--- src/rtl/tapm_gain.sv ---
// Front lane stage of the thrust allocation PWM mapper: applies one axis gain.
// No dependencies.
`timescale 1ns / 1ps

module tapm_gain (
  input  logic               clk_i,
  input  logic               en_i,
  input  logic signed [15:0] val_i,
  input  logic signed [15:0] gain_i,
  output logic signed [15:0] thr_o
);

  logic signed [31:0] prod;
  logic signed [31:0] adj;
  logic signed [23:0] quo;
  logic signed [15:0] thr_d;
  logic signed [15:0] thr_q;

  // Q8.8 product, divided by 256 with truncation toward zero, then saturated.
  always_comb begin
    prod = val_i * gain_i;
    adj = prod + ((prod < 0) ? 32'sd255 : 32'sd0);
    quo = adj[31:8];
    if (quo > 24'sd32767) begin
      thr_d = 16'sh7fff;
    end else if (quo < -24'sd32768) begin
      thr_d = 16'sh8000;
    end else begin
      thr_d = quo[15:0];
    end
  end

  always_ff @(posedge clk_i) begin
    if (en_i) begin
      thr_q <= thr_d;
    end
  end

  assign thr_o = thr_q;

endmodule

--- config.mk ---
export PLATFORM = sky130hd
export DESIGN_NAME = tapm_gain
export DESIGN_NICKNAME = d
export VERILOG_FILES = /design/src/rtl/tapm_gain.sv
export SDC_FILE = /design/constraint.sdc
export NUM_CORES = 1
export LEC_CHECK = 0
export BUFFER_PORTS_ARGS = -buffer_cell sky130_fd_sc_hd__buf_2
export CAP_MARGIN = 20
export CORE_ASPECT_RATIO = 1.4
export CORE_MARGIN = 2
export CORE_UTILIZATION = 65
export DETAILED_ROUTE_END_ITERATION = 12
export GPL_TIMING_DRIVEN = 1
export PLACE_DENSITY = 0.86
export SETUP_SLACK_MARGIN = 0.2
export SLEW_MARGIN = 20
export SYNTH_ARGS = -nofsm -noshare
export SYNTH_HDL_FRONTEND = slang
export SYNTH_SLANG_ARGS = --single-unit
--- constraint.sdc ---
create_clock -name clk_i -period 19 [get_ports clk_i]
set_clock_uncertainty 0.05 [all_clocks]
set_input_delay 0 -clock clk_i [delete_from_list [all_inputs] [get_ports clk_i]]
set_output_delay 0 -clock clk_i [all_outputs]
set_load 0.01 [all_outputs]
### Word-level counts from Yosys, hierarchy flattened

Index checks and enable logic that the tools add are counted.

* div/mod/pow operators: 0
* bitwise logic cells: 0
* equal/unequal tests: 0
* multipliers: 1
* shift operators: 0
* reduce and logical (&&, ||, !) cells: 0
* muxes and demuxes: 2
* order comparisons: 3
* add/sub/neg operators: 1

Operator list (count)
* $add A32 B9 Y32: 1
* $lt A32 B1 Y1 const B: 1
* $mul A16 B16 Y32: 1
* $gt A24 B16 Y1 const B: 1
* $lt A24 B16 Y1 const B: 1
* $mux W16: 1
* $mux W8: 1

* flip-flop bits (word level): 16
* memories kept: 0
* bits in writable memories: 0
* latch bits: 0
* input port bits: 34
* ROM bits: 0
* output and inout bits: 16
* logic and storage cells: 8

### Longest topological paths before layout

* depth in word-level cells: 6
* depth in mapped cells: 29
* gate-level depth less buffers: 25

### Worst setup path before layout

Ideal clock, no wire load.

* path kind: input port to flip-flop
* start: input port gain_i[1]
* end: register thr_q[0] (netlist: thr_o[0]), data pin
* path buffers: 3
* cell stages on the path: 26
* slack: 12122 ps
* data arrival time: 6562 ps
* data required time: 18683 ps
* path through: clkbuf_1 -> nand2_1 -> inv_1 -> fa_1 -> fa_1 -> inv_1 -> fa_1 -> fa_1 -> inv_1 -> fa_1 -> inv_1 -> fa_1 -> inv_1 -> ha_1 -> clkbuf_2 -> a21o_1 -> nor2_1 -> nor4bb_1 -> a2111oi_0 -> o211ai_1 -> nor4_2 -> and4_1 -> nand2_1 -> a21oi_2 -> clkbuf_4 -> o221ai_2

* longest elaborated chain between the ends: 6
* elaborated cells on any way between the ends: 7
* classes of those cells: 1 x add/sub; 1 x mul; 3 x order compare; 2 x mux

RTL lines
* from (decl): line 9 `input logic signed [15:0] gain_i,`
* $mul A16 B16 Y32 *: line 21 `prod = val_i * gain_i;`
* $lt A32 B1 Y1: line 22 `adj = prod + ((prod < 0) ? 32'sd255 : 32'sd0);`
* $mux W8: line 22
* $add A32 B9 Y32 *: line 22
* $lt A24 B16 Y1: line 26 `end else if (quo < -24'sd32768) begin`
* $mux W16: line 26
* to (signal assigned): line 35 `thr_q <= thr_d;`
* to (decl): line 17 `logic signed [15:0] thr_q;`

Every way passes the cells marked *; elsewhere a longest branch is shown, timed or not.
A chain may end at the register's enable or synchronous reset.

### Worst setup path after layout

* start: input port val_i[15]
* end: register thr_q[9] (netlist: thr_o[9]), data pin

* longest elaborated chain between the ends: 6
* elaborated cells on any way between the ends: 7
* classes of those cells: 1 x add/sub; 1 x mul; 3 x order compare; 2 x mux

RTL lines
* from (decl): line 8 `input logic signed [15:0] val_i,`
* $mul A16 B16 Y32 *: line 21
* $lt A32 B1 Y1: line 22
* $mux W8: line 22
* $add A32 B9 Y32 *: line 22
* $lt A24 B16 Y1: line 26
* $mux W16: line 26

Marked as above.

==> out/summary.txt <==
Outcome -> finished, final reports clean
FF+latch count, synth -> 16
Clock-pin slew on the worst setup and hold paths -> 0.05 ns
CTS tree -> built
Core box area -> 18,100 sq um
ANT cells -> 0
Commonest non-fill, non-tap cells in the layout -> inv_1 (338), fa_1 (262), nand2_1 (155)
RD Place Congestion -> 0.985
Initial drt markers -> 622
Final setup TNS -> 0 ns
Vias in the first global route -> 10,200
Post_cts resized -> 0
Period utilization -> 40.7%
Largest register FFs -> 16
I/O Buffers -> 49
Root buffer cell -> clkbuf_16
Post-route minimum period -> 7.73 ns
Worst Path Max Fanout -> 16
Clk buf depth -> 2
Setup crit end kind -> flop
Post-synthesis sequential area ratio -> 4.00%
CTS Buf Count -> 3
Area growth, synth to finish -> 3.14%
Total wire length -> 28,500 microns
Synth Flop Type -> edfxtp_1
Die Area -> 19,600 sq um
CP arrival -> 7.62 ns
First-pass GRT wire length -> 48,800 microns
Vias -> 9,228
Final hold vios -> 0
RSZ-0062 raised after global routing -> no
Netlist cell types -> 82
Critical path launch point type -> primary input
Vias per cell -> 5.81
Drt pass-1 iters -> 5
Top-area cell type share of the netlist area -> 43.7%
Final Util -> 68.6%
Site Rows -> 58
DPL Wire Length -> 24,000 microns
Slew Limit Fails -> 0
Syn nets -> 1,728
I/O Pins -> 50
Layout cells sized above 1 -> 7.26%
Final #Nets -> 1,728
HP Class -> primary input to flop
Initial antenna violation count -> 0
Hold-fix buffers at CTS -> 0
Most common cell after layout, fill and taps aside -> inv_1
Synth top area cells -> fa_1 (44%), inv_1 (11%), ha_1 (8.5%)
CTS sink cnt -> 16
Final setup viols -> 0
Gr ovfl total -> 0
Drt wl/cell -> 17.9 microns
Antenna Nets Post-Route -> 0
Worst path required time -> 18.89 ns
Post-synth EDFFs -> 16
Tot GR Track Use -> 31.5%
Syn Std Cell Area -> 12,000 sq um
Post-CTS setup repair buffer count -> 0
Fmax -> 129 MHz
Max-Cap Viols -> 0
H-tree depth -> 1
WS Path Type -> primary input to flop
Post-Syn Area per Cell -> 8.90 sq um
Die height -> 165 microns
Synth Warn # -> 0
Area leader, netlist -> fa_1
Slew Limit Headroom -> 36.9%
FFs w/ async S/R, synth -> 0%
Starting Density -> 66.5%
Residual DRC -> 0
Die Wd -> 119 microns
Syn Inst Count -> 1,350
Largest net degree at the start of global routing -> 32
Worst-Margin Slew -> 0.947 ns
[metal layers]
metal	global-route usage, %	up-vias	wire length [microns]
met1	35.4	4633	9650
met3	2.35	127	1330
met2	58.7	353	15600
li1	-	4115	-
met5	0	-	0
met4	18.1	0	1990
[path summary, 6_finish.rpt]
path / startpoint / end / slack, ns / cells past startpoint
setup / recovery: val_i[15] / thr_o[9]$_SDFFCE_PN1P_ / 11.27 / 22
hold / removal: en_i / thr_o[13]$_SDFFCE_PN1P_ / 0.13 / 1
[worst max-delay path, stage by stage]
cell,delay (ns)
buf_2,0.27
nand2_1,0.16
inv_1,0.15
fa_1,0.56
fa_1,0.82
inv_1,0.17
fa_1,0.52
fa_1,0.57
fa_1,0.44
fa_1,0.50
inv_1,0.04
ha_1,0.43
nand2_1,0.09
o21ai_1,0.47
a21oi_1,0.13
o21ai_0,0.29
or3_4,0.21
and4b_1,0.36
and4_1,0.29
o2111ai_2,0.16
a211oi_4,0.77
o221ai_1,0.21
[kinds of logic after synthesis]
kind of cell	after synthesis	synth area share [%]
AO/OA/AOI/OAI	141	10.1
XOR/XNOR	39	2.84
adder cells (fa/ha/maj)	344	52.2
buffers and inverters	393	12.7
flip-flops	16	4.00
multiplexers	3	0.354
AND/OR/NAND/NOR	414	17.8
[area by class of cell]
type / instances / area [sq um]
Fill cell: 1406 / 5680
Inverter: 338 / 1270
Tap cell: 240 / 300
Timing Repair Buffer: 50 / 253
Clock inverter: 1 / 3.75
Multi-Input combinational cell: 941 / 10000
Sequential cell: 16 / 480
Clock buffer: 3 / 75.1
[synth_stat cells, drive strengths merged, types with 5 or more instances]
library cell and number:
a211oi 7, edfxtp 16, nor2 40, clkbuf 43, or3 6, nand4 9, inv 338, xnor2 27
a211o 5, o221ai 15, xor2 12, buf 12, nand2 157, nor4 8, a21oi 27, fa 262
o21a 7, nand3 12, nand2b 24, and2 112, o211ai 11, ha 82, nor3 20, o21ai 33
[metrics by stage]
stage | worst slack [ns] | cells | hold slack [ns] | instance area, sq um
floorplan | 12.12 | 1350 | 0.0625 | 12000
global placement | 11.40 | 1585 | 0.362 | 12300
detailed placement | 11.11 | 1585 | 0.362 | 12300
CTS | 11.32 | 1589 | 0.134 | 12400
global route | 10.79 | 1589 | 0.144 | 12400
finish | 11.27 | 1589 | 0.135 | 12400
Power is left out: the tool's default activity adds up to more than one toggle a clock period on the data nets, which glitch-free logic cannot reach.
