$ cat src/rtl/tapm_pkg.sv
// Package for the thrust allocation PWM mapper.
// Holds the transaction payload types, register indexes and shared constants.
// No dependencies.
`timescale 1ns / 1ps

package tapm_pkg;

  // Number of wrench axes and lanes.
  localparam int NumAxes = 6;
  // Number of pipeline stages from input acceptance to the output register.
  localparam int Lat = 24;
  // Quotient bits produced by the scaling divider, one per stage.
  localparam int DivSteps = 16;
  // PWM command for a thrust of exactly zero.
  localparam logic [15:0] PwmNeutral = 16'd1500;
  // Unity gain in Q8.8.
  localparam logic signed [15:0] GainOne = 16'sd256;

  // Configuration register indexes.
  typedef enum logic [2:0] {
    CfgMaxLimit = 3'd0,
    CfgMinLimit = 3'd1,
    CfgRollGain = 3'd2,
    CfgPitchGain = 3'd3,
    CfgYawGain = 3'd4,
    CfgFwdCurve = 3'd5,
    CfgBwdCurve = 3'd6
  } cfg_idx_e;

  // Input transaction: one wrench request in Q8.8.
  typedef struct packed {
    logic signed [15:0] surge_force;
    logic signed [15:0] sway_force;
    logic signed [15:0] heave_force;
    logic signed [15:0] roll_torque;
    logic signed [15:0] pitch_torque;
    logic signed [15:0] yaw_torque;
  } in_item_t;

  // Output transaction: one PWM command per axis.
  typedef struct packed {
    logic [15:0] surge_pwm;
    logic [15:0] sway_pwm;
    logic [15:0] heave_pwm;
    logic [15:0] roll_pwm;
    logic [15:0] pitch_pwm;
    logic [15:0] yaw_pwm;
  } out_item_t;

  // Quadratic curve coefficients, each signed Q8.8.
  typedef struct packed {
    logic signed [15:0] quad;
    logic signed [15:0] lin;
    logic signed [15:0] cnst;
  } curve_t;

  // Common scale ratio lim/e handed from the merge stage to the lanes.
  typedef struct packed {
    logic [15:0] e;
    logic [15:0] lim;
  } scale_t;

endpackage

$ cat src/rtl/tapm_scale.sv
// Merge stage of the thrust allocation PWM mapper: finds the extreme thrusts
// over all lanes and picks the common scale ratio. Depends on tapm_pkg.
`timescale 1ns / 1ps

module tapm_scale (
  input  logic                 clk_i,
  input  logic                 en_i,
  input  logic signed [15:0]   thr_i [tapm_pkg::NumAxes],
  input  logic        [14:0]   max_limit_i,
  input  logic signed [15:0]   min_limit_i,
  output tapm_pkg::scale_t     scale_o,
  output logic signed [15:0]   thr_o [tapm_pkg::NumAxes]
);

  logic signed [15:0] mn_d, mx_d, mn_q, mx_q;
  logic signed [15:0] thr2_q [tapm_pkg::NumAxes];
  logic signed [15:0] thr3_q [tapm_pkg::NumAxes];
  logic signed [15:0] thr4_q [tapm_pkg::NumAxes];
  logic [16:0] amn_w, amx_w, ml_w;
  logic [15:0] ml;
  logic [15:0] xl;
  logic [15:0] e1_d, l1_d, amx_d, e1_q, l1_q, amx_q;
  logic [31:0] p_mx, p_e;
  tapm_pkg::scale_t scale_d, scale_q;

  // Smallest and largest thrust over the lanes.
  always_comb begin
    mn_d = thr_i[0];
    mx_d = thr_i[0];
    for (int i = 1; i < tapm_pkg::NumAxes; i++) begin
      if (thr_i[i] < mn_d) begin
        mn_d = thr_i[i];
      end
      if (thr_i[i] > mx_d) begin
        mx_d = thr_i[i];
      end
    end
  end

  // First candidate: the ratio of the smallest thrust to the lower limit.
  always_comb begin
    amn_w = (mn_q < 0) ? (17'd0 - {mn_q[15], mn_q}) : {1'b0, mn_q};
    amx_w = (mx_q < 0) ? (17'd0 - {mx_q[15], mx_q}) : {1'b0, mx_q};
    ml_w = (min_limit_i < 0) ? (17'd0 - {min_limit_i[15], min_limit_i})
                             : {1'b0, min_limit_i};
    ml = (ml_w == 17'd0) ? 16'd1 : ml_w[15:0];
    amx_d = amx_w[15:0];
    if (amn_w[15:0] > ml) begin
      e1_d = amn_w[15:0];
      l1_d = ml;
    end else begin
      e1_d = 16'd1;
      l1_d = 16'd1;
    end
  end

  // Second candidate: the ratio of the largest thrust to the upper limit.
  always_comb begin
    xl = (max_limit_i == 15'd0) ? 16'd1 : {1'b0, max_limit_i};
    p_mx = amx_q * l1_q;
    p_e = e1_q * xl;
    if (p_mx > p_e) begin
      scale_d.e = amx_q;
      scale_d.lim = xl;
    end else begin
      scale_d.e = e1_q;
      scale_d.lim = l1_q;
    end
  end

  always_ff @(posedge clk_i) begin
    if (en_i) begin
      mn_q <= mn_d;
      mx_q <= mx_d;
      e1_q <= e1_d;
      l1_q <= l1_d;
      amx_q <= amx_d;
      scale_q <= scale_d;
      for (int i = 0; i < tapm_pkg::NumAxes; i++) begin
        thr2_q[i] <= thr_i[i];
        thr3_q[i] <= thr2_q[i];
        thr4_q[i] <= thr3_q[i];
      end
    end
  end

  assign scale_o = scale_q;
  assign thr_o = thr4_q;

endmodule

$ cat config.mk
export PLATFORM = sky130hd
export DESIGN_NAME = tapm_scale
export DESIGN_NICKNAME = d
export VERILOG_FILES = /design/src/rtl/tapm_pkg.sv /design/src/rtl/tapm_scale.sv
export SDC_FILE = /design/constraint.sdc
export NUM_CORES = 2
export LEC_CHECK = 0
export ABC_CLOCK_PERIOD_IN_PS = 34900
export BUFFER_PORTS_ARGS = -buffer_cell sky130_fd_sc_hd__buf_2
export CAP_MARGIN = 20
export CELL_PAD_IN_SITES_DETAIL_PLACEMENT = 1
export CELL_PAD_IN_SITES_GLOBAL_PLACEMENT = 1
export CORE_MARGIN = 10
export CORE_UTILIZATION = 48
export CTS_CLUSTER_SIZE = 20
export DETAILED_ROUTE_END_ITERATION = 8
export PLACE_DENSITY_LB_ADDON = 0.12
export SLEW_MARGIN = 20
export SYNTH_ARGS = -nofsm -noshare
export SYNTH_HDL_FRONTEND = slang
export SYNTH_SLANG_ARGS = --single-unit
$ cat constraint.sdc
create_clock -name clk_i -period 34.9 [get_ports clk_i]
set_clock_uncertainty 0.05 [all_clocks]
set_input_delay 6.98 -clock clk_i [delete_from_list [all_inputs] [get_ports clk_i]]
set_output_delay 6.98 -clock clk_i [all_outputs]
set_load 0.005 [all_outputs]
Word-level counts from Yosys, hierarchy flattened
Memory sizes are Yosys's and may differ from the RTL's. A register that Yosys moved wholly into a read port is not among the register bits.
Cells that the tools add are included.

storage, ports and cells
  bits in registers = 112
  memory bits (writable) = 192
  input bits = 129
  output and inout bits = 128
  memories kept = 2

memories
  name    words  width  read ports  clocked after Yosys merged registers in  wr ports  RTL line          source
  thr2_q  6      16     6           0                                        6         tapm_scale.sv:16  logic signed [15:0] thr2_q [tapm_pkg::NumAxes];
  thr3_q  6      16     6           6                                        6         tapm_scale.sv:17  logic signed [15:0] thr3_q [tapm_pkg::NumAxes];

operators by class
  add/subtract/negate cells = 3
  $mul = 2
  $lt $le $gt $ge = 15
  multiplexer cells = 18
  reduce and logical (&&, ||, !) cells = 2

operators with widths
  operator                                              number
  two-way mux 16 bit                                    13
  > comparator 16 bit                                   6
  < comparator 16 bit                                   5
  < comparator 16 x 1 -> 1 bit (second input constant)  3
  > comparator 32 x 31 -> 1 bit                         1
  multiplier 16 x 16 -> 32 bit                          1
  two-way mux 32 bit                                    1
  subtractor 1 x 16 -> 16 bit (first input constant)    2
  multiplier 16 x 15 -> 31 bit                          1
  logical NOT 17 bit                                    1
  two-way mux 17 bit                                    1
  subtractor 1 x 16 -> 17 bit (first input constant)    1
  logical NOT 15 bit                                    1
  two-way mux 15 bit                                    1
  two-way mux 1 bit                                     2

Logic depth before layout (Yosys ltp)
  depth in word-level cells = 10
  mapped depth = 66
  mapped depth without buffers = 61

Least setup slack after synthesis
Ideal clock, no wire load.

  kind = input to register
  start point = input port thr_i[95] in the netlist's numbering
  end point = register mx_q[12], data pin
  data arrival time = 18,405 ps
  setup slack = 16,183 ps
  cell stages on the path = 61
  path buffers = 5
  cell sequence = inv_1 -> ha_1 -> nand4_2 -> or4_4 -> o31a_1 -> o31a_1 -> nor2_1 -> clkbuf_1 -> mux2i_1 -> ha_1 -> a21o_1 -> a21o_1 -> a21oi_1 -> o21ai_0 -> a221o_1 -> a21oi_1 -> clkbuf_1 -> o21ai_0 -> (+25 left out) -> nand3_1 -> nand3_2 -> buf_4 -> mux2i_1 -> ha_1 -> a21o_1 -> a21oi_1 -> nor2b_1 -> o21ai_0 -> nand2b_1 -> a221o_1 -> a211oi_1 -> mux2i_1 -> nand2_1 -> clkbuf_1 -> nand3b_1 -> nor3_1 -> nor3_2

on the way
  cells in the longest elaborated chain, start to end = 10

RTL lines
  what                    RTL line          source
  start: declaration      tapm_scale.sv:8   input logic signed [15:0] thr_i [tapm_pkg::NumAxes],
  > comparator 16 bit     tapm_scale.sv:34  if (thr_i[i] > mx_d) begin
  two-way mux 16 bit (*)  tapm_scale.sv:34
  > comparator 16 bit     tapm_scale.sv:34
  two-way mux 16 bit (*)  tapm_scale.sv:34
  > comparator 16 bit     tapm_scale.sv:34
  two-way mux 16 bit (*)  tapm_scale.sv:34
  > comparator 16 bit     tapm_scale.sv:34
  two-way mux 16 bit (*)  tapm_scale.sv:34
  > comparator 16 bit     tapm_scale.sv:34
  two-way mux 16 bit (*)  tapm_scale.sv:34
  named net mx_d[12]      tapm_scale.sv:15  logic signed [15:0] mn_d, mx_d, mn_q, mx_q;
  end signal: assignment  tapm_scale.sv:74  mx_q <= mx_d;
  end: declaration        tapm_scale.sv:15

The timed path passes the listed nets; every way through them passes the cells marked *.
A chain may end at the register's enable or synchronous reset.

Worst setup path after layout
  start point = input port thr_i[95] in the netlist's numbering
  end point = register mn_q[0], data pin

on the way
  cells in the longest elaborated chain, start to end = 10

RTL lines
  what                    RTL line          source
  < comparator 16 bit     tapm_scale.sv:31  if (thr_i[i] < mn_d) begin
  two-way mux 16 bit (*)  tapm_scale.sv:31
  < comparator 16 bit     tapm_scale.sv:31
  two-way mux 16 bit (*)  tapm_scale.sv:31
  < comparator 16 bit     tapm_scale.sv:31
  two-way mux 16 bit (*)  tapm_scale.sv:31
  < comparator 16 bit     tapm_scale.sv:31
  two-way mux 16 bit (*)  tapm_scale.sv:31
  < comparator 16 bit     tapm_scale.sv:31
  two-way mux 16 bit (*)  tapm_scale.sv:31
  named net mn_d[0]       tapm_scale.sv:15
  end signal: assignment  tapm_scale.sv:73  mn_q <= mn_d;
  end: declaration        tapm_scale.sv:15

Marks and branches as above.

==> metrics.cfg <==
[floorplan]
die_h_microns=294.8
initial_core_util=0.4854
placeableCoreArea_sq_um=74700
die_width_microns=294.8
ios=257
die_area_sq_um=86920
rows=100

[sta]
grt_setup_unrepaired=false
tightest_slew_ns=1.116
finalSetupTns_ns=0
min_period_over_period=0.5804
max_slew_margin=0.2551
period_needed_ns=20.25
slew_violations=0
fmax_mhz=49.37
finalHoldViolCount=0
finalSetupViolations=0

[cells_and_area]
final_common_cell=inv_1
syn_to_final_growth_pct=10.87
drive_gt1_frac=0.1229
utilization=0.5381
final_cell_mix=inv_1, nand2_1, edfxtp_1
layout.nets=4537

[worst_setup_path]
slowest_delay_ns=0.87
cp-end-kind=register
worstPathRequired_ns=35.20
arrival_ns=20.55
cp_max_fo=31
crit_top_cell=a21oi_1
cp-start-kind=primary input
criticalPathCategory=primary input to register
slowest_stage=a211oi_4

[global_routing]
antenna_found_initial=11
grtUsageMet2=0.4567
grt_busiest_layer=met2
gr-usage-met1=0.2880
grt_max_degree=96
grtUsageTotal=0.2530
grt_first_pass_wirelength_microns=169700
first_global_vias=29750
grt-ovfl-total=0
grt_util_met3=0.03890

[placement]
dp_hpwl_microns=84870
place.gp.congestion=0.8918
portBuffers=256

[cts]
cts_setup_buffers=0
htreeDepth=2
cts_tree=done
cts_buffer_depth=3
clock_latency_ns=0.60
numCtsBuffers=45
post_cts_resized=0
root_buffer=clkbuf_16
clk_pin_slew_ns=0.06
clock-sinks=400
postCtsHoldBufs=0

[detailed_routing]
first_pass_iters=7
drtIter0Drc=1379
route.vias.total=26160
vias_per_cell=5.612
antenna_left=0
drc=0
wl_microns=108800
routedWlPerCell_microns=23.33

[synthesis]
synth_edf_count=400
async_reset_ff_frac=0
syn_avg_cell_area_sq_um=10.58
ys_warn_count=0
ys_dominant_reg_cell=edfxtp_1
syn_nets=4314
ys_seq_area_frac=0.3313
syn_area_sq_um=36250
netlist_instances=3427
synth_cell_types=74
ys_ff_latch=400

[flow_run]
max_cap_viol_count=0

[status]
status=complete, no violations

[hold_path]
hp-class=register to register

-- final cells by class --
type	count	area, sq um
fillers	8168	34500
multi-input cells	2365	21750
flip-flops and latches	400	12010
inverters	540	2027
repair buffers	298	1607
well taps	969	1212
clock buffers	49	1162
clock inverters	35	410.4
diodes	6	15.01
-- state kept, by name, indices dropped and copies added (netlist names) --
name,flops
amx_q,16
scale_o,32
mx_q,16
thr2_q,96
thr_o,96
l1_q,16
thr3_q,96
e1_q,16
mn_q,16
-- synth_stat cells (43+ instances only) --
master    number  area [sq um]
inv_1        540          2027
nand2_1      424          1592
edfxtp_1     400         12010
ha_1         384          4805
fa_1         374          7487
and2_1       155         969.7
a21oi_1      124         620.6
nor2_1       122         457.9
clkbuf_1     112         420.4
o21ai_0      110         550.5
mux2i_1       62         620.6
xnor2_1       62         543.0
mux2_2        48         540.5
nor3_1        45         225.2
nor2b_1       43         269.0
-- routing by layer --
layer / wire, microns / part of all wire
met1: 41940 / 0.39
met2: 56680 / 0.52
met3: 4704 / 0.043
met4: 5413 / 0.050
met5: 41 / 0.00038
-- worst paths after layout --
path | slack (ns) | cells past startpoint | startpoint | end
worst max register to register | 24.45 | 33 | e1_q[3]$_SDFFCE_PP0P_ | scale_o[30]$_DFFE_PP_
worst min-delay path | 0.35 | 0 | thr3_q[3][8]$_DFFE_PP_ | thr_o[40]$_DFFE_PP_
worst max-delay path | 14.65 | 61 | thr_i[95] | mn_q[0]$_DFFE_PP_
worst min register to register | 0.35 | 0 | thr3_q[3][8]$_DFFE_PP_ | thr_o[40]$_DFFE_PP_
-- stage by stage --
| stage | setup WS (ns) | instance area (sq um) | std cells | hold slack (ns) |
|---|---|---|---|---|
| 2_1_floorplan | 16.18 | 36250 | 3427 | 0.3503 |
| 3_3_place_gp | 14.61 | 38600 | 4572 | 0.3501 |
| 3_5_place_dp | 13.98 | 38600 | 4572 | 0.3557 |
| 4_1_cts | 14.56 | 40170 | 4656 | 0.3571 |
| 5_1_grt | 13.54 | 40190 | 4659 | 0.3643 |
| 6_report | 14.65 | 40200 | 4662 | 0.3531 |
-- critical path, delay by kind of cell --
family,cells,cell delay [ns]
fa+ha+maj,5,1.67
simple gates,21,4.10
buf+inv,4,0.35
compound gates,29,6.68
mux,2,0.74
-- logic make-up (layout without fill, tap and decap cells) --
kind of cell	after synthesis	after routing	share of synthesized area
compound gates	417	417	0.07241
buf+inv	662	922	0.06947
xor+xnor	91	91	0.02198
simple gates	988	988	0.1334
fa+ha+maj	758	758	0.3390
flops	400	400	0.3313
mux	111	111	0.03244
other cells	0	6	0
Power is not shown: default switching activity piles up to over one toggle a cycle in this logic, so the estimate is an artifact.
