`config.mk`:
```
export PLATFORM = sky130hd
export DESIGN_NAME = tapm_lane
export DESIGN_NICKNAME = d
export VERILOG_FILES = /design/src/rtl/tapm_pkg.sv /design/src/rtl/tapm_lane.sv
export SDC_FILE = /design/constraint.sdc
export NUM_CORES = 2
export LEC_CHECK = 0
export ABC_AREA = 1
export BUFFER_PORTS_ARGS = -buffer_cell sky130_fd_sc_hd__buf_2
export CORE_AREA = 2 2 488 393
export DETAILED_ROUTE_END_ITERATION = 6
export DIE_AREA = 0 0 490 395
export PLACE_DENSITY_LB_ADDON = 0.25
export SYNTH_ARGS = -nofsm -noshare
export SYNTH_HDL_FRONTEND = slang
export SYNTH_SLANG_ARGS = --single-unit
```
`constraint.sdc`:
```
create_clock -name clk_i -period 8.8 [get_ports clk_i]
set_input_delay 1.76 -clock clk_i [delete_from_list [all_inputs] [get_ports clk_i]]
set_output_delay 1.76 -clock clk_i [all_outputs]
set_load 0.05 [all_outputs]
```
`src/rtl/tapm_pkg.sv`:
```
// Package for the thrust allocation PWM mapper.
// Holds the transaction payload types, register indexes and shared constants.
// No dependencies.
`timescale 1ns / 1ps

package tapm_pkg;

  // Number of wrench axes and lanes.
  localparam int NumAxes = 6;
  // Number of pipeline stages from input acceptance to the output register.
  localparam int Lat = 24;
  // Quotient bits produced by the scaling divider, one per stage.
  localparam int DivSteps = 16;
  // PWM command for a thrust of exactly zero.
  localparam logic [15:0] PwmNeutral = 16'd1500;
  // Unity gain in Q8.8.
  localparam logic signed [15:0] GainOne = 16'sd256;

  // Configuration register indexes.
  typedef enum logic [2:0] {
    CfgMaxLimit = 3'd0,
    CfgMinLimit = 3'd1,
    CfgRollGain = 3'd2,
    CfgPitchGain = 3'd3,
    CfgYawGain = 3'd4,
    CfgFwdCurve = 3'd5,
    CfgBwdCurve = 3'd6
  } cfg_idx_e;

  // Input transaction: one wrench request in Q8.8.
  typedef struct packed {
    logic signed [15:0] surge_force;
    logic signed [15:0] sway_force;
    logic signed [15:0] heave_force;
    logic signed [15:0] roll_torque;
    logic signed [15:0] pitch_torque;
    logic signed [15:0] yaw_torque;
  } in_item_t;

  // Output transaction: one PWM command per axis.
  typedef struct packed {
    logic [15:0] surge_pwm;
    logic [15:0] sway_pwm;
    logic [15:0] heave_pwm;
    logic [15:0] roll_pwm;
    logic [15:0] pitch_pwm;
    logic [15:0] yaw_pwm;
  } out_item_t;

  // Quadratic curve coefficients, each signed Q8.8.
  typedef struct packed {
    logic signed [15:0] quad;
    logic signed [15:0] lin;
    logic signed [15:0] cnst;
  } curve_t;

  // Common scale ratio lim/e handed from the merge stage to the lanes.
  typedef struct packed {
    logic [15:0] e;
    logic [15:0] lim;
  } scale_t;

endpackage

```
`src/rtl/tapm_lane.sv`:
```
// Back lane of the thrust allocation PWM mapper: scales one thrust by the
// common ratio with a pipelined divider and maps it through a PWM curve.
// Depends on tapm_pkg.
`timescale 1ns / 1ps

module tapm_lane (
  input  logic               clk_i,
  input  logic               en_i,
  input  logic signed [15:0] thr_i,
  input  tapm_pkg::scale_t   scale_i,
  input  tapm_pkg::curve_t   fwd_i,
  input  tapm_pkg::curve_t   bwd_i,
  output logic        [15:0] pwm_o
);

  localparam int N = tapm_pkg::DivSteps;

  // Numerator stage.
  logic [16:0] athr;
  logic [30:0] num_q;
  logic [15:0] den_q;
  logic        neg_q;

  // Divider stages.
  logic [15:0] rem_q [N];
  logic [15:0] low_q [N];
  logic [15:0] quo_q [N];
  logic [15:0] dv_q  [N];
  logic        ng_q  [N];
  logic [15:0] rem_in [N];
  logic [15:0] low_in [N];
  logic [15:0] quo_in [N];
  logic [15:0] dv_in  [N];
  logic        ng_in  [N];
  logic [15:0] rem_d [N];
  logic [15:0] quo_d [N];

  // Product and sum stages.
  logic [31:0]        qsq;
  logic signed [16:0] t;
  tapm_pkg::curve_t   cf;
  logic [30:0]        tsq_q;
  logic signed [32:0] bt_q;
  logic signed [15:0] qa_q, qc_q;
  logic               zero_q;
  logic signed [47:0] sum_d, sum_q;
  logic               zero2_q;

  // Magnitude of thrust times the limit; the sign is applied after the divide.
  assign athr = (thr_i < 0) ? (17'd0 - {thr_i[15], thr_i}) : {1'b0, thr_i};

  always_ff @(posedge clk_i) begin
    if (en_i) begin
      num_q <= 31'(athr[15:0] * scale_i.lim);
      den_q <= scale_i.e;
      neg_q <= thr_i[15];
    end
  end

  // Restoring divider, one quotient bit per stage.
  for (genvar k = 0; k < N; k++) begin : g_div
    logic [16:0] trial;
    logic        ge;
    if (k == 0) begin : g_first
      assign rem_in[k] = {1'b0, num_q[30:16]};
      assign low_in[k] = num_q[15:0];
      assign quo_in[k] = 16'd0;
      assign dv_in[k] = den_q;
      assign ng_in[k] = neg_q;
    end else begin : g_next
      assign rem_in[k] = rem_q[k-1];
      assign low_in[k] = low_q[k-1];
      assign quo_in[k] = quo_q[k-1];
      assign dv_in[k] = dv_q[k-1];
      assign ng_in[k] = ng_q[k-1];
    end
    assign trial = {rem_in[k], low_in[k][15]};
    assign ge = (trial >= {1'b0, dv_in[k]});
    assign rem_d[k] = ge ? 16'(trial - {1'b0, dv_in[k]}) : trial[15:0];
    assign quo_d[k] = {quo_in[k][14:0], ge};

    always_ff @(posedge clk_i) begin
      if (en_i) begin
        rem_q[k] <= rem_d[k];
        low_q[k] <= {low_in[k][14:0], 1'b0};
        quo_q[k] <= quo_d[k];
        dv_q[k] <= dv_in[k];
        ng_q[k] <= ng_in[k];
      end
    end
  end

  // Signed scaled thrust, its square and the linear term.
  always_comb begin
    t = ng_q[N-1] ? (17'sd0 - $signed({1'b0, quo_q[N-1]})) : $signed({1'b0, quo_q[N-1]});
    qsq = quo_q[N-1] * quo_q[N-1];
    cf = ng_q[N-1] ? bwd_i : fwd_i;
  end

  always_ff @(posedge clk_i) begin
    if (en_i) begin
      tsq_q <= qsq[30:0];
      bt_q <= cf.lin * t;
      qa_q <= cf.quad;
      qc_q <= cf.cnst;
      zero_q <= (quo_q[N-1] == 16'd0);
    end
  end

  // Curve value with 24 fraction bits.
  always_comb begin
    sum_d = 48'(qa_q * $signed({1'b0, tsq_q}))
          + ({{15{bt_q[32]}}, bt_q} <<< 8)
          + ({{32{qc_q[15]}}, qc_q} <<< 16);
  end

  always_ff @(posedge clk_i) begin
    if (en_i) begin
      sum_q <= sum_d;
      zero2_q <= zero_q;
    end
  end

  // Truncate the fraction and saturate; a zero scaled thrust gives the neutral command.
  always_comb begin
    if (zero2_q) begin
      pwm_o = tapm_pkg::PwmNeutral;
    end else if (sum_q < 0) begin
      pwm_o = 16'd0;
    end else if (sum_q[46:40] != 7'd0) begin
      pwm_o = 16'hffff;
    end else begin
      pwm_o = sum_q[39:24];
    end
  end

endmodule

```
# --- Word-level counts from Yosys, hierarchy flattened ---
# Memories as Yosys holds them, arrays and structs flattened.
# Index checks and enable logic that the tools add are counted.
totals:
  ff_bits: 194
  ram_bits: 1024
  in_bits: 146
  output_inout_bits: 16
  n_memories: 5
classes:
  add_sub_neg: 20
  n_mul: 4
  n_lt_le_gt_ge: 18
  mux: 24
  reduce_logical: 2
mem_list:
  columns: ["memory", "words", "width", "rd", "rd_ports_with_merged_regs", "write_ports", "line_no", "rtl"]
  rows:
  - ["dv_q", 16, 16, 15, 0, 16, "tapm_lane.sv:28", "logic [15:0] dv_q [N];"]
  - ["quo_q", 16, 16, 16, 0, 16, "tapm_lane.sv:27", "logic [15:0] quo_q [N];"]
  - ["rem_q", 16, 16, 15, 0, 16, "tapm_lane.sv:25", "logic [15:0] rem_q [N];"]
  - ["low_q", 16, 15, 15, 0, 16, "tapm_lane.sv:26", "logic [15:0] low_q [N];"]
  - ["ng_q", 16, 1, 16, 0, 16, "tapm_lane.sv:29", "logic ng_q [N];"]
ops:
  columns: ["op", "n"]
  rows:
  - ["16-bit 2-to-1 mux", 20]
  - ["16-bit subtractor", 16]
  - ["17-bit by 16-bit >= comparator with 1-bit output", 15]
  - ["48-bit adder", 2]
  - ["16-bit by 16-bit multiplier with 31-bit output", 2]
  - ["48-bit by 1-bit less-than comparator with 1-bit output (second input constant)", 1]
  - ["16-bit by 32-bit multiplier with 48-bit output", 1]
  - ["48-bit 2-to-1 mux", 1]
  - ["16-bit by 17-bit multiplier with 33-bit output", 1]
  - ["17-bit 2-to-1 mux", 1]
  - ["1-bit by 16-bit subtractor with 17-bit output (first input constant)", 1]
  - ["16-bit >= comparator", 1]
  - ["16-bit logical NOT", 1]
  - ["16-bit by 1-bit less-than comparator with 1-bit output (second input constant)", 1]
  - ["1-bit by 16-bit subtractor with 16-bit output (first input constant)", 1]
  - ["7-bit nonzero test", 1]
  - ["1-bit 2-to-1 mux", 2]

# --- Longest topological paths before layout ---
logic_depth:
  word_depth: 4
  mapped_depth: 35

# --- Least setup slack after synthesis ---
# OpenSTA, ideal clock, no wires.
synth_timing:
  path_type: "input-to-reg"
  from: "input port thr_i[0]"
  to: "register num_q[29], data pin"
  setup_ps: 253
  arrival_time_ps: 7315
  required_time_ps: 8547
  setup_slack_ps: 1232
  stages: 30
  path_buffers: 2
  path_cell_list: "buf_2 inv_2 ha_1 inv_1 nor3_2 nand2_1 nor2_1 nand2_1 nand2_2 or2_2 buf_6 nand2_2 nand2_1 fa_1 fa_1 fa_1 fa_1 inv_1 fa_1 inv_1 fa_1 inv_1 ha_1 nand2_1 nor2_1 o21ai_0 nand3_1 nand2_1 nand4_1 nand2_1"
synth_between:
  elab_chain_cells: 3
  elab_cells_between_ends: 4
  classes_between: "1 x add/sub; 1 x mul; 1 x order compare; 1 x mux"
synth_rtl:
  columns: ["element", "line_no", "rtl"]
  rows:
  - ["start, declared", "tapm_lane.sv:9", "input logic signed [15:0] thr_i,"]
  - ["1-bit by 16-bit subtractor with 16-bit output or 16-bit by 1-bit less-than comparator with 1-bit output (tied branches)", "tapm_lane.sv:50", "assign athr = (thr_i < 0) ? (17'd0 - {thr_i[15], thr_i}) : {1'b0, thr_i};"]
  - ["16-bit 2-to-1 mux *", "tapm_lane.sv:50", null]
  - ["16-bit by 16-bit multiplier with 31-bit output *", "tapm_lane.sv:54", "num_q <= 31'(athr[15:0] * scale_i.lim);"]
  - ["end signal, assigned", "tapm_lane.sv:54", null]
  - ["end, declared", "tapm_lane.sv:20", "logic [30:0] num_q;"]
# Mark *: on every way between the ends. The rest lies on a longest branch, timed or not.
# A chain may end at the register's enable or synchronous reset.

==> run summary <==
Top cell type by total area after synthesis = edfxtp_1
Antenna Nets Post-Route = 0
Worst reg-to-reg setup slack = 1.08 ns
Synth async-reset ratio = 0
Die width = 490 um
Final hold slack = 0.3807 ns
Final min period = 7.722 ns
Fin crit share = 0.8774
Launch point of the worst reg-to-reg path = quo_q[7][18]
Place WS = 0.3760 ns
Layout Nets = 13030
Yosys warning total = 0
Final hold violations = 0
Antenna diode count = 0
Commonest non-fill, non-tap cell in the layout = nand2_1
Number of flops mapped to enable cells by yosys = 921
Least-Margin Pin Slew = 1.015 ns
TritonCTS Buffers = 101
Row count = 143
Resize count post-CTS = 0
Layout cells sized above 1 = 0.05143
Root buf cell = clkbuf_16
Initial Util = 0.4975
Critical Path Most Common Cell = fa_1
Clock Path Buffers = 3
Top cell type's share of synthesized area = 0.2945
Kind of critical path = flip-flop to flip-flop
Largest net degree at the start of global routing = 168
Post-synth cell types = 58
CP Launch Point = quo_q[7][18]
DRC errors left = 0
Commonest cells after routing, fill and taps aside = nand2_1 (2857), inv_1 (2529), fa_1 (1110)
Max-cap violation count = 0
Vias in the first global route = 73950
Core area = 188800 um2
Main area contributors after synthesis = edfxtp_1 (29%), fa_1 (24%), nand2_1 (11%)
Number of fill cells = 17740
Critical path startpoint category = flip-flop
Hold_sp = low_q[0][25]
Total Routing Usage GR = 0.2758
Placer Congestion = 0.9295
Post-synthesis sequential area ratio = 0.2945
Htree depth = 3
Crit path max fanout = 8
HPWL Detailed = 211.6 mm
Worst endpoint data arrival time = 8.20 ns
Status = completed
Avg WL per Cell = 19.14 um
Final setup viols = 0
Main synth FF type = edfxtp_1
Clk slew on worst S/H paths = 0.07 ns
Worst path max stage delay = 0.95 ns
Via/cell ratio = 5.228
Antenna violations before repair = 3
Design area = 100900 um2
Worst path slowest cell = fa_1
Layout overhead on the synthesized area = 7.421%
Die footprint = 193600 um2
Number of max-slew violations in the final report = 0
CTS tree = built
Worst Hold Class = flip-flop to flip-flop
Post-CTS Setup Inserts = 0
Post-Route WL = 262.5 mm
Clock Sinks = 921
DRT iter0 DRCs = 5627
Remaining Overflow, GRT = 0
#FFs+latches synth = 921
Detailed Routing Iterations Pass 1 = 6
Fin Setup TNS = 0 ns
RSZ-0062 raised after global routing = false
CP endpoint kind = flip-flop
Final Worst Setup Slack = 1.078 ns
Slew headroom = 0.3214
Average size of a mapped cell = 8.555 um2
Fmax = 129.5 MHz
Cells after Synth = 10980
First-pass GRT wire length = 418.6 mm
Clk_lat worst skew = 0.80 ns
Ports = 162
CTS hold repair buffers = 0
Post-Syn Area = 93920 um2
Final clock skew = 0.09069 ns
Chip Height = 395 um
Crit path required time = 9.28 ns
Dpl cell area = 97340 um2
Port Buf Inserts = 161
DR vias = 71710
==> synthesized netlist by cell type (36+ instances only) <==
master / n
a21oi_1: 420
and2_1: 36
buf_2: 42
clkbuf_1: 129
edfxtp_1: 921
fa_1: 1110
ha_1: 681
inv_1: 2530
nand2_1: 2857
nand2_2: 38
nand3_1: 531
nand4_1: 153
nor2_1: 705
nor3_1: 73
o21ai_0: 259
xnor2_1: 62
xor2_1: 123
==> path summary, 6_finish.rpt <==
check,end,cells after the start
worst min register to register,low_q[0][41],0
worst min-delay path,low_q[0][41],0
worst max register to register,bt_q[28],26
worst max-delay path,bt_q[28],26
==> sequential cells by signal, summed over array words and instances, names as in the netlist <==
name and flops:
quo_q 136, den_q 16, ng_q 16, low_q 120, tsq_q 30, qc_q 16, num_q 31, sum_q 24
zero2_q 1, qa_q 16, zero_q 1, rem_q 240, bt_q 33, neg_q 1, dv_q 240
==> per-stage QoR <==
stage / utilization / cells
2_1_floorplan: - / 10980
3_3_place_gp: 0.5157 / 13530
5_1_grt: 0.5345 / 13720
6_report: 0.5345 / 13720
3_5_place_dp: 0.5157 / 13530
4_1_cts: 0.5345 / 13720
==> cells by family (layout without fill, tap and decap cells) <==
group	count (synthesis)	count (layout)	share of synthesized area
simple gates	4515	4515	0.2011
buf+inv	2778	2979	0.1150
fa+ha+maj	1791	1791	0.3273
flops	921	921	0.2945
compound gates	785	785	0.04448
xor+xnor	186	186	0.01755
other cells	2	4	0.00007996
==> layer usage <==
layer,track usage,vias up,wire [um],part of all wire
met5,0,-,18,0.000069
met2,0.4365,2263,117900,0.45
li1,-,34100,-,-
met4,0.08586,4,8841,0.034
met1,0.3930,34890,119100,0.45
met3,0.03955,456,16610,0.063
==> critical path, delay by kind of cell, from the launching register on <==
| family | cells | cell delay, ns |
|---|---|---|
| adders and majority gates | 7 | 3.96 |
| buffers and inverters | 6 | 0.64 |
| DFF | 1 | 0.71 |
| and+or+nand+nor | 13 | 2.11 |
==> cell type report <==
cell class / instances / area (um2) / area share
timing repair buffer: 244 / 1476 / 0.01463
clock buffer: 109 / 2557 / 0.02535
inverter: 2547 / 9564 / 0.09480
multi-input combinational: 7281 / 55470 / 0.5498
clock inverter: 79 / 988.4 / 0.009798
tap: 2537 / 3174 / 0.03146
sequential: 921 / 27660 / 0.2741
Power is left out: the tool's default activity adds up to more than one toggle a clock period on the data nets, which glitch-free logic cannot reach.
